<file path="config.mk">
export PLATFORM = sky130hd
export DESIGN_NAME = trwa_ctrl
export DESIGN_NICKNAME = d
export VERILOG_FILES = /design/src/rtl/assert_macros.svh /design/src/rtl/trwa_pkg.sv /design/src/rtl/trwa_ctrl.sv
export SDC_FILE = /design/constraint.sdc
export NUM_CORES = 1
export LEC_CHECK = 0
export ABC_AREA = 1
export CAP_MARGIN = 40
export CORE_AREA = 2 2 48 50
export CTS_BUF_LIST = sky130_fd_sc_hd__clkbuf_2 sky130_fd_sc_hd__clkbuf_4 sky130_fd_sc_hd__clkbuf_8
export DETAILED_ROUTE_END_ITERATION = 7
export DIE_AREA = 0 0 50 52
export DONT_BUFFER_PORTS = 1
export GPL_TIMING_DRIVEN = 0
export PLACE_DENSITY_LB_ADDON = 0.25
export SYNTH_ARGS = -nofsm -noshare
export SYNTH_HDL_FRONTEND = slang
export SYNTH_SLANG_ARGS = --single-unit
</file>
<file path="constraint.sdc">
create_clock -name clk -period 1 [get_ports clk]
set_input_delay 0.15 -clock clk [delete_from_list [all_inputs] [get_ports clk]]
set_output_delay 0.15 -clock clk [all_outputs]
set_load 0.05 [all_outputs]
</file>
<file path="src/rtl/assert_macros.svh">
// Assertion macros, used by the top-level RTL file.
`ifndef ASSERT_MACROS_SVH
`define ASSERT_MACROS_SVH

// Implication checked on every clock edge outside reset.
`define CHK_IMPL(label, ante, cons, msg) \
  label: assert property (@(posedge clk) disable iff (rst) (ante) |-> (cons)) \
    else $error(msg);

// Implication checked in the cycle after the antecedent.
`define CHK_NEXT(label, ante, cons, msg) \
  label: assert property (@(posedge clk) disable iff (rst) (ante) |=> (cons)) \
    else $error(msg);

`endif

</file>
<file path="src/rtl/trwa_pkg.sv">
// Package: types, constants and the CORDIC angle table of the wrench accumulator.
package trwa_pkg;

  localparam int CfgIdxW = 3;
  localparam int CfgDataW = 32;

  localparam logic [CfgIdxW-1:0] CfgThrustCoeff = 3'd0;
  localparam logic [CfgIdxW-1:0] CfgMotorWeight = 3'd1;
  localparam logic [CfgIdxW-1:0] CfgMountWeight = 3'd2;
  localparam logic [CfgIdxW-1:0] CfgCgX = 3'd3;
  localparam logic [CfgIdxW-1:0] CfgCgY = 3'd4;
  localparam logic [CfgIdxW-1:0] CfgCgZ = 3'd5;

  localparam logic [31:0] ThrustCoeffReset = 32'd20681000;
  localparam logic [19:0] MotorWeightReset = 20'd23788;
  localparam logic [19:0] MountWeightReset = 20'd64291;

  localparam int CordicSteps = 16;
  localparam logic signed [33:0] CordicStart = 34'sd652032874;
  localparam logic signed [33:0] OneQ30 = 34'sd1073741824;

  localparam logic signed [31:0] ForceMax = 32'sh7fffffff;
  localparam logic signed [31:0] ForceMin = 32'sh80000000;
  localparam logic signed [47:0] MomentMax = 48'sh7fffffffffff;
  localparam logic signed [47:0] MomentMin = 48'sh800000000000;

  typedef struct packed {
    logic [15:0]        tilt_angle;
    logic [15:0]        speed_rpm;
    logic signed [15:0] motor_px;
    logic signed [15:0] motor_py;
    logic signed [15:0] motor_pz;
    logic signed [15:0] mount_px;
    logic signed [15:0] mount_py;
    logic signed [15:0] mount_pz;
    logic signed [15:0] unit_px;
    logic signed [15:0] unit_py;
    logic signed [15:0] unit_pz;
    logic               last_unit;
  } in_item_t;

  typedef struct packed {
    logic signed [31:0] force_x;
    logic signed [31:0] force_y;
    logic signed [31:0] force_z;
    logic signed [47:0] moment_x;
    logic signed [47:0] moment_y;
    logic signed [47:0] moment_z;
  } out_item_t;

  // Datapath operations sequenced by the controller.
  typedef enum logic [3:0] {
    OP_NONE, OP_LOAD, OP_RPM2, OP_THRUST, OP_CORDIC, OP_QUAD,
    OP_FX, OP_FZ, OP_FORCE, OP_MX, OP_MY, OP_MZ, OP_ACCUM, OP_EMIT
  } dp_op_t;

  typedef struct packed {
    dp_op_t     op;
    logic [3:0] step;
  } dp_cmd_t;

  function automatic logic signed [33:0] atan_turn(input logic [3:0] i);
    logic signed [33:0] r;
    unique case (i)
      4'd0:  r = 34'sd536870912;
      4'd1:  r = 34'sd316933406;
      4'd2:  r = 34'sd167458907;
      4'd3:  r = 34'sd85004756;
      4'd4:  r = 34'sd42667330;
      4'd5:  r = 34'sd21354465;
      4'd6:  r = 34'sd10679839;
      4'd7:  r = 34'sd5340245;
      4'd8:  r = 34'sd2670163;
      4'd9:  r = 34'sd1335087;
      4'd10: r = 34'sd667544;
      4'd11: r = 34'sd333772;
      4'd12: r = 34'sd166886;
      4'd13: r = 34'sd83443;
      4'd14: r = 34'sd41722;
      default: r = 34'sd20861;
    endcase
    return r;
  endfunction

endpackage

</file>
<file path="src/rtl/trwa_ctrl.sv">
// Controller: sequences one item through the datapath and runs the handshakes.
module trwa_ctrl (
  input  logic              clk,
  input  logic              rst,
  input  logic              in_valid,
  output logic              in_ready,
  output logic              out_valid,
  input  logic              out_ready,
  input  logic              item_last,
  output trwa_pkg::dp_cmd_t cmd
);

  localparam logic [3:0] S_IDLE   = 4'd0;
  localparam logic [3:0] S_RPM2   = 4'd1;
  localparam logic [3:0] S_THRUST = 4'd2;
  localparam logic [3:0] S_CORDIC = 4'd3;
  localparam logic [3:0] S_QUAD   = 4'd4;
  localparam logic [3:0] S_FX     = 4'd5;
  localparam logic [3:0] S_FZ     = 4'd6;
  localparam logic [3:0] S_FORCE  = 4'd7;
  localparam logic [3:0] S_MX     = 4'd8;
  localparam logic [3:0] S_MY     = 4'd9;
  localparam logic [3:0] S_MZ     = 4'd10;
  localparam logic [3:0] S_ACCUM  = 4'd11;
  localparam logic [3:0] S_EMIT   = 4'd12;

  logic [3:0] state, state_next;
  logic [3:0] step, step_next;
  logic       out_valid_next;

  // Input is taken only when idle; the result register frees by itself.
  assign in_ready = (state == S_IDLE);

  always_comb begin
    state_next = state;
    step_next = step;
    out_valid_next = out_valid && !out_ready;
    cmd.op = trwa_pkg::OP_NONE;
    cmd.step = step;
    unique case (state)
      S_IDLE: if (in_valid) begin
        cmd.op = trwa_pkg::OP_LOAD;
        state_next = S_RPM2;
      end
      S_RPM2:   begin cmd.op = trwa_pkg::OP_RPM2; state_next = S_THRUST; end
      S_THRUST: begin
        cmd.op = trwa_pkg::OP_THRUST; state_next = S_CORDIC; step_next = '0;
      end
      S_CORDIC: begin
        cmd.op = trwa_pkg::OP_CORDIC;
        step_next = step + 4'd1;
        if (step == 4'(trwa_pkg::CordicSteps - 1)) state_next = S_QUAD;
      end
      S_QUAD:  begin cmd.op = trwa_pkg::OP_QUAD;  state_next = S_FX; end
      S_FX:    begin cmd.op = trwa_pkg::OP_FX;    state_next = S_FZ; end
      S_FZ:    begin cmd.op = trwa_pkg::OP_FZ;    state_next = S_FORCE; end
      S_FORCE: begin cmd.op = trwa_pkg::OP_FORCE; state_next = S_MX; end
      S_MX:    begin cmd.op = trwa_pkg::OP_MX;    state_next = S_MY; end
      S_MY:    begin cmd.op = trwa_pkg::OP_MY;    state_next = S_MZ; end
      S_MZ:    begin cmd.op = trwa_pkg::OP_MZ;    state_next = S_ACCUM; end
      S_ACCUM: begin
        cmd.op = trwa_pkg::OP_ACCUM;
        state_next = item_last ? S_EMIT : S_IDLE;
      end
      S_EMIT: if (!out_valid || out_ready) begin
        cmd.op = trwa_pkg::OP_EMIT;
        out_valid_next = 1'b1;
        state_next = S_IDLE;
      end
      default: state_next = S_IDLE;
    endcase
  end

  always_ff @(posedge clk) begin
    if (rst) begin
      state <= S_IDLE;
      step <= '0;
      out_valid <= 1'b0;
    end else begin
      state <= state_next;
      step <= step_next;
      out_valid <= out_valid_next;
    end
  end

endmodule

</file>
## After elaboration in Yosys (flattened, before gate mapping)

Cells that the tools add are included.

| operators by class | value |
|---|---|
| add/sub/neg operators | 1 |
| equal/unequal tests | 16 |
| muxes and demuxes | 11 |
| reductions and logical operators | 7 |

Operators by type and width:

| operator | count |
|---|---|
| one-hot mux 4 bit (13 select lines) | 2 |
| == test 4 bit (second input constant) | 6 |
| two-way mux 4 bit | 5 |
| == test 4 x 3 -> 1 bit (second input constant) | 4 |
| == test 4 x 2 -> 1 bit (second input constant) | 2 |
| one-hot mux 4 bit (2 select lines) | 1 |
| != test 2 bit (second input constant) | 3 |
| adder 4 x 1 -> 4 bit (second input constant) | 1 |
| == test 4 x 1 -> 1 bit (second input constant) | 1 |
| logical NOT 4 bit | 1 |
| two-way mux 1 bit | 3 |
| AND reduction 3 bit | 1 |
| logical NOT 1 bit | 2 |
| nonzero test 2 bit | 1 |
| logical AND 1 bit | 1 |
| logical OR 1 bit | 1 |

| storage, ports and cells | value |
|---|---|
| flip-flop bits (word level) | 9 |
| input port bits | 5 |
| output and inout bits | 10 |
| logic and storage cells | 38 |

## Logic depth before layout (Yosys ltp)

| logic depth | value |
|---|---|
| word-level depth | 4 |
| mapped depth | 7 |
| gate-level depth less buffers | 7 |

## Worst setup path after synthesis

OpenSTA, ideal clock, no wires.

| path | value |
|---|---|
| kind | register -> output |
| from | reg state[0] |
| to | out cmd[4] (netlist name) |
| arrival time | 1.520 ns |
| data required time | 0.850 ns |
| setup slack | -0.670 ns |
| stages on the path, launching flop included | 6 |
| buffers on the path | 0 |
| path through | dfxtp_1 > nor2_1 > inv_1 > nor2_2 > nand2_1 > nand3_1 |

RTL lines:

| what | RTL line | text |
|---|---|---|
| start: declaration | trwa_ctrl.sv:27 | `logic [3:0] state, state_next;` |
| start signal: assignment | trwa_ctrl.sv:80 | `state <= state_next;` |
| end: declaration | trwa_ctrl.sv:10 | `output trwa_pkg::dp_cmd_t cmd` |

==> impl_table.tex <==
\begin{tabular}{lr}
\hline
Metric & Value \\
\hline
\multicolumn{2}{l}{\textbf{Detailed routing}} \\
Wire length on met1 & 647 µm \\
Antenna Violating Nets Remaining & 0 \\
DRT iter0 DRCs & 5 \\
DRC errors left & 0 \\
Average vias per placed instance & 4.545 \\
Top Layer Used & met4 \\
Post-Route WL & 1.425 mm \\
Number of detailed-routing iterations run before antenna repair & 3 \\
Via count of the routed design & 550 \\
Routed length per placed instance & 11.78 µm \\
Met3 routed wirelength & 89 µm \\
Met2 routed wirelength & 674 µm \\
\multicolumn{2}{l}{\textbf{STA}} \\
Final Slew Violations & 0 \\
Worst slew margin relative to its limit & 59.10\% \\
Final critical-path share of the clock period & 158.0\% \\
Minimum clock period & 1.580 ns \\
Worst path setup slack after routing & -0.5796 ns \\
Fin Setup TNS & -3.093 ns \\
Highest attainable clock frequency & 633.1 MHz \\
Worst hold-check slack & 0.1135 ns \\
RSZ-0062 raised after global routing & true \\
Actual transition at the worst max-transition pin & 0.6117 ns \\
Final setup violation count & 13 \\
Worst setup skew after layout & 0.0008783 ns \\
Fin. Hold Viols & 0 \\
\multicolumn{2}{l}{\textbf{Power}} \\
Peak VDD IR & 2095 µV \\
Power, Total & 2.510 mW \\
LEAKAGE & 0.3334 nW \\
Power per standard cell area & 3025 nW/µm² \\
\multicolumn{2}{l}{\textbf{Critical path}} \\
Largest stage delay on the critical path & 0.36 ns \\
Worst Setup EP & cmd[4] \\
Endpoint class of the critical path & primary output \\
Critical-path cell list & nor2\_4 -> inv\_4 -> nor2\_4 -> nand2\_2 -> nand3\_4 \\
CP most frequent cell & sky130\_fd\_sc\_hd\_\_nor2\_4 \\
Setup crit start kind & flip-flop \\
Critical path start-end classification & flip-flop to primary output \\
Reg-to-Reg Start & state[0] \\
Required time of the worst setup path & 0.85 ns \\
Worst-case register-to-register setup slack & -0.49 ns \\
Largest fanout of any net on the critical path & 3 \\
Crit path arrival time & 1.43 ns \\
Slowest stage cell, crit path & sky130\_fd\_sc\_hd\_\_dfxtp\_4 \\
Launch point of the worst path & state[0] \\
FF-to-FF End & state[0] \\
Length in cells of the worst reg-to-reg path & 9 \\
\multicolumn{2}{l}{\textbf{Placed design}} \\
Post-Place Worst Slack & -0.3989 ns \\
Cell count after placement & 108 \\
Half-perimeter wire length after detailed placement & 980.2 µm \\
Post-placement cell area & 636.9 µm² \\
Count of input and output buffers & 0 \\
Routability Congestion & 0.6644 \\
\multicolumn{2}{l}{\textbf{Floorplan}} \\
Core area & 2106 µm² \\
Starting density of the core & 23.83\% \\
Die Footprint & 2600 µm² \\
DIE WIDTH & 50 µm \\
Row cnt & 17 \\
Ports & 15 \\
Vertical die dimension & 52 µm \\
\multicolumn{2}{l}{\textbf{Global route}} \\
Global-route usage over all layers & 12.61\% \\
Number of antenna violations at the first check in global routing & 0 \\
Vias in the first global route & 545 \\
Remaining Overflow, GRT & 0 \\
Pin count of the biggest net entering global routing & 7 \\
Wire length of the first global-routing pass & 2.442 mm \\
\multicolumn{2}{l}{\textbf{CTS}} \\
Master cell of the clock root buffer & sky130\_fd\_sc\_hd\_\_clkbuf\_4 \\
Num CTS Buffers & 3 \\
Clock transition time at the flip-flop clock pins of the worst setup and hold paths & 0.06 ns \\
CTS max path bufs & 2 \\
H-tree levels & 1 \\
CTS tree & yes \\
Total clock sinks & 9 \\
Clock latency on the worst-skew pair & 0.25 ns \\
\multicolumn{2}{l}{\textbf{Outcome}} \\
Violated checks & setup timing \\
Result of the run & complete, but fails checks \\
\multicolumn{2}{l}{\textbf{Finish}} \\
Final Cell Area & 829.5 µm² \\
Number of fillers in the final layout & 216 \\
Fraction of final layout cells with drive strength greater than 1 & 56.99\% \\
Fraction of the core area covered by cells at the end of the flow & 39.39\% \\
Number of nets in the layout & 100 \\
Total inserted antenna cells & 0 \\
Count of placed standard cells in the final layout, fillers left out & 121 \\
Synthesis-to-layout area growth & 65.34\% \\
\multicolumn{2}{l}{\textbf{Synth}} \\
Synthesis warning total & 0 \\
Number of different library cells in the post-synthesis netlist & 14 \\
Syn Nets & 86 \\
Avg Cell Area, Syn & 6.272 µm² \\
Flip-flop and latch count after synthesis & 9 \\
Seq/Total Area, Yosys & 35.91\% \\
Post-synthesis instance area & 501.7 µm² \\
Number of instances in the synthesized netlist & 80 \\
\multicolumn{2}{l}{\textbf{Hold path}} \\
Worst Hold Class & primary input to flip-flop \\
\multicolumn{2}{l}{\textbf{Job}} \\
Maximum capacitance violations & 0 \\
\hline
\end{tabular}
[cell families after synthesis]
kind of cell / count (synthesis) / share of synthesized area [%]
buffers and inverters: 13 / 9.724
adder cells (fa/ha/maj): 1 / 2.493
AND/OR/NAND/NOR: 45 / 39.90
flip-flops: 9 / 35.91
AO/OA/AOI/OAI: 12 / 11.97
[critical path: cells and delay by family, from the launching register on]
family | cells | cell delay, ns
flip-flops | 1 | 0.36
buffers and inverters | 1 | 0.06
AND/OR/NAND/NOR | 4 | 0.75
[per-layer routing]
layer | vias up | GRT usage [%]
li1 | 287 | -
met4 | 0 | 6.944
met3 | 2 | 3.736
met1 | 245 | 15.21
met5 | - | 0
met2 | 16 | 19.96
[Yosys cell counts]
master / number / share of area (%)
sky130_fd_sc_hd__a21oi_1: 7 / 7.0
sky130_fd_sc_hd__nor2_1: 11 / 8.2
sky130_fd_sc_hd__nor2_2: 1 / 1.2
sky130_fd_sc_hd__o21ai_1: 1 / 1.0
sky130_fd_sc_hd__nand3_1: 12 / 12
sky130_fd_sc_hd__inv_1: 12 / 9.0
sky130_fd_sc_hd__nand4_1: 1 / 1.2
sky130_fd_sc_hd__nor2_4: 1 / 2.2
sky130_fd_sc_hd__nand3b_1: 1 / 1.5
sky130_fd_sc_hd__dfxtp_1: 9 / 36
sky130_fd_sc_hd__o21ai_0: 4 / 4.0
sky130_fd_sc_hd__inv_2: 1 / 0.75
sky130_fd_sc_hd__ha_1: 1 / 2.5
sky130_fd_sc_hd__nand2_1: 18 / 13
[sequential cells by signal, indices dropped and copies added (netlist names)]
register / cells
state: 4
out_valid: 1
step: 4
[where the power goes]
part / internal (mW) / total, mW / switching [mW]
combinational: 0.498 / 1.60 / 1.10
clock: 0.180 / 0.299 / 0.119
sequential: 0.459 / 0.612 / 0.153
total: 1.14 / 2.51 / 1.37
[worst min-delay path by stage]
stage | start | to | slack [ns] | cells past startpoint
floorplan | rst | step[1] | 0.21 | 1
global placement | rst | step[1] | 0.21 | 1
detailed placement | rst | step[1] | 0.21 | 1
CTS | out_ready | out_valid | 0.1 | 3
global route | out_ready | state[3] | 0.10 | 3
finish | out_ready | state[3] | 0.11 | 3
[what timing repair did]
item,CTS,global route
gates resized for setup,16,13
hold endpoints to repair,4,0
pin swaps,11,8
hold buffers,1,0
setup buffers,6,2
endpoints found under the setup margin,13,14
[placed cells by master (no fill, tap or decap)]
master and instances:
sky130_fd_sc_hd__dfxtp_2 1, sky130_fd_sc_hd__a21oi_2 4, sky130_fd_sc_hd__nand3_4 3, sky130_fd_sc_hd__nand3_2 4
sky130_fd_sc_hd__nand2_4 2, sky130_fd_sc_hd__nor2_1 7, sky130_fd_sc_hd__dlygate4sd3_1 1, sky130_fd_sc_hd__nand4_1 1
sky130_fd_sc_hd__nand2_2 4, sky130_fd_sc_hd__inv_2 2, sky130_fd_sc_hd__nand2_1 12, sky130_fd_sc_hd__o21ai_1 3
sky130_fd_sc_hd__inv_1 7, sky130_fd_sc_hd__dfxtp_4 8, sky130_fd_sc_hd__o21ai_4 1, sky130_fd_sc_hd__a21oi_1 3
sky130_fd_sc_hd__ha_4 1, sky130_fd_sc_hd__clkbuf_4 4, sky130_fd_sc_hd__nor2_2 2, sky130_fd_sc_hd__o21ai_2 1
sky130_fd_sc_hd__buf_4 8, sky130_fd_sc_hd__clkinvlp_4 1, sky130_fd_sc_hd__inv_4 3, sky130_fd_sc_hd__nand3_1 5
sky130_fd_sc_hd__nor2_4 4, sky130_fd_sc_hd__nand3b_1 1
[layout make-up]
cell class	instances	area, µm²	share of cell area, %
multi-input cells	58	422.9	50.98
flip-flops and latches	9	211.5	25.49
repair buffers	9	70.07	8.446
inverters	13	60.06	7.240
well taps	28	35.03	4.223
clock buffers	4	30.03	3.620
(Power assumes the default switching activity.)
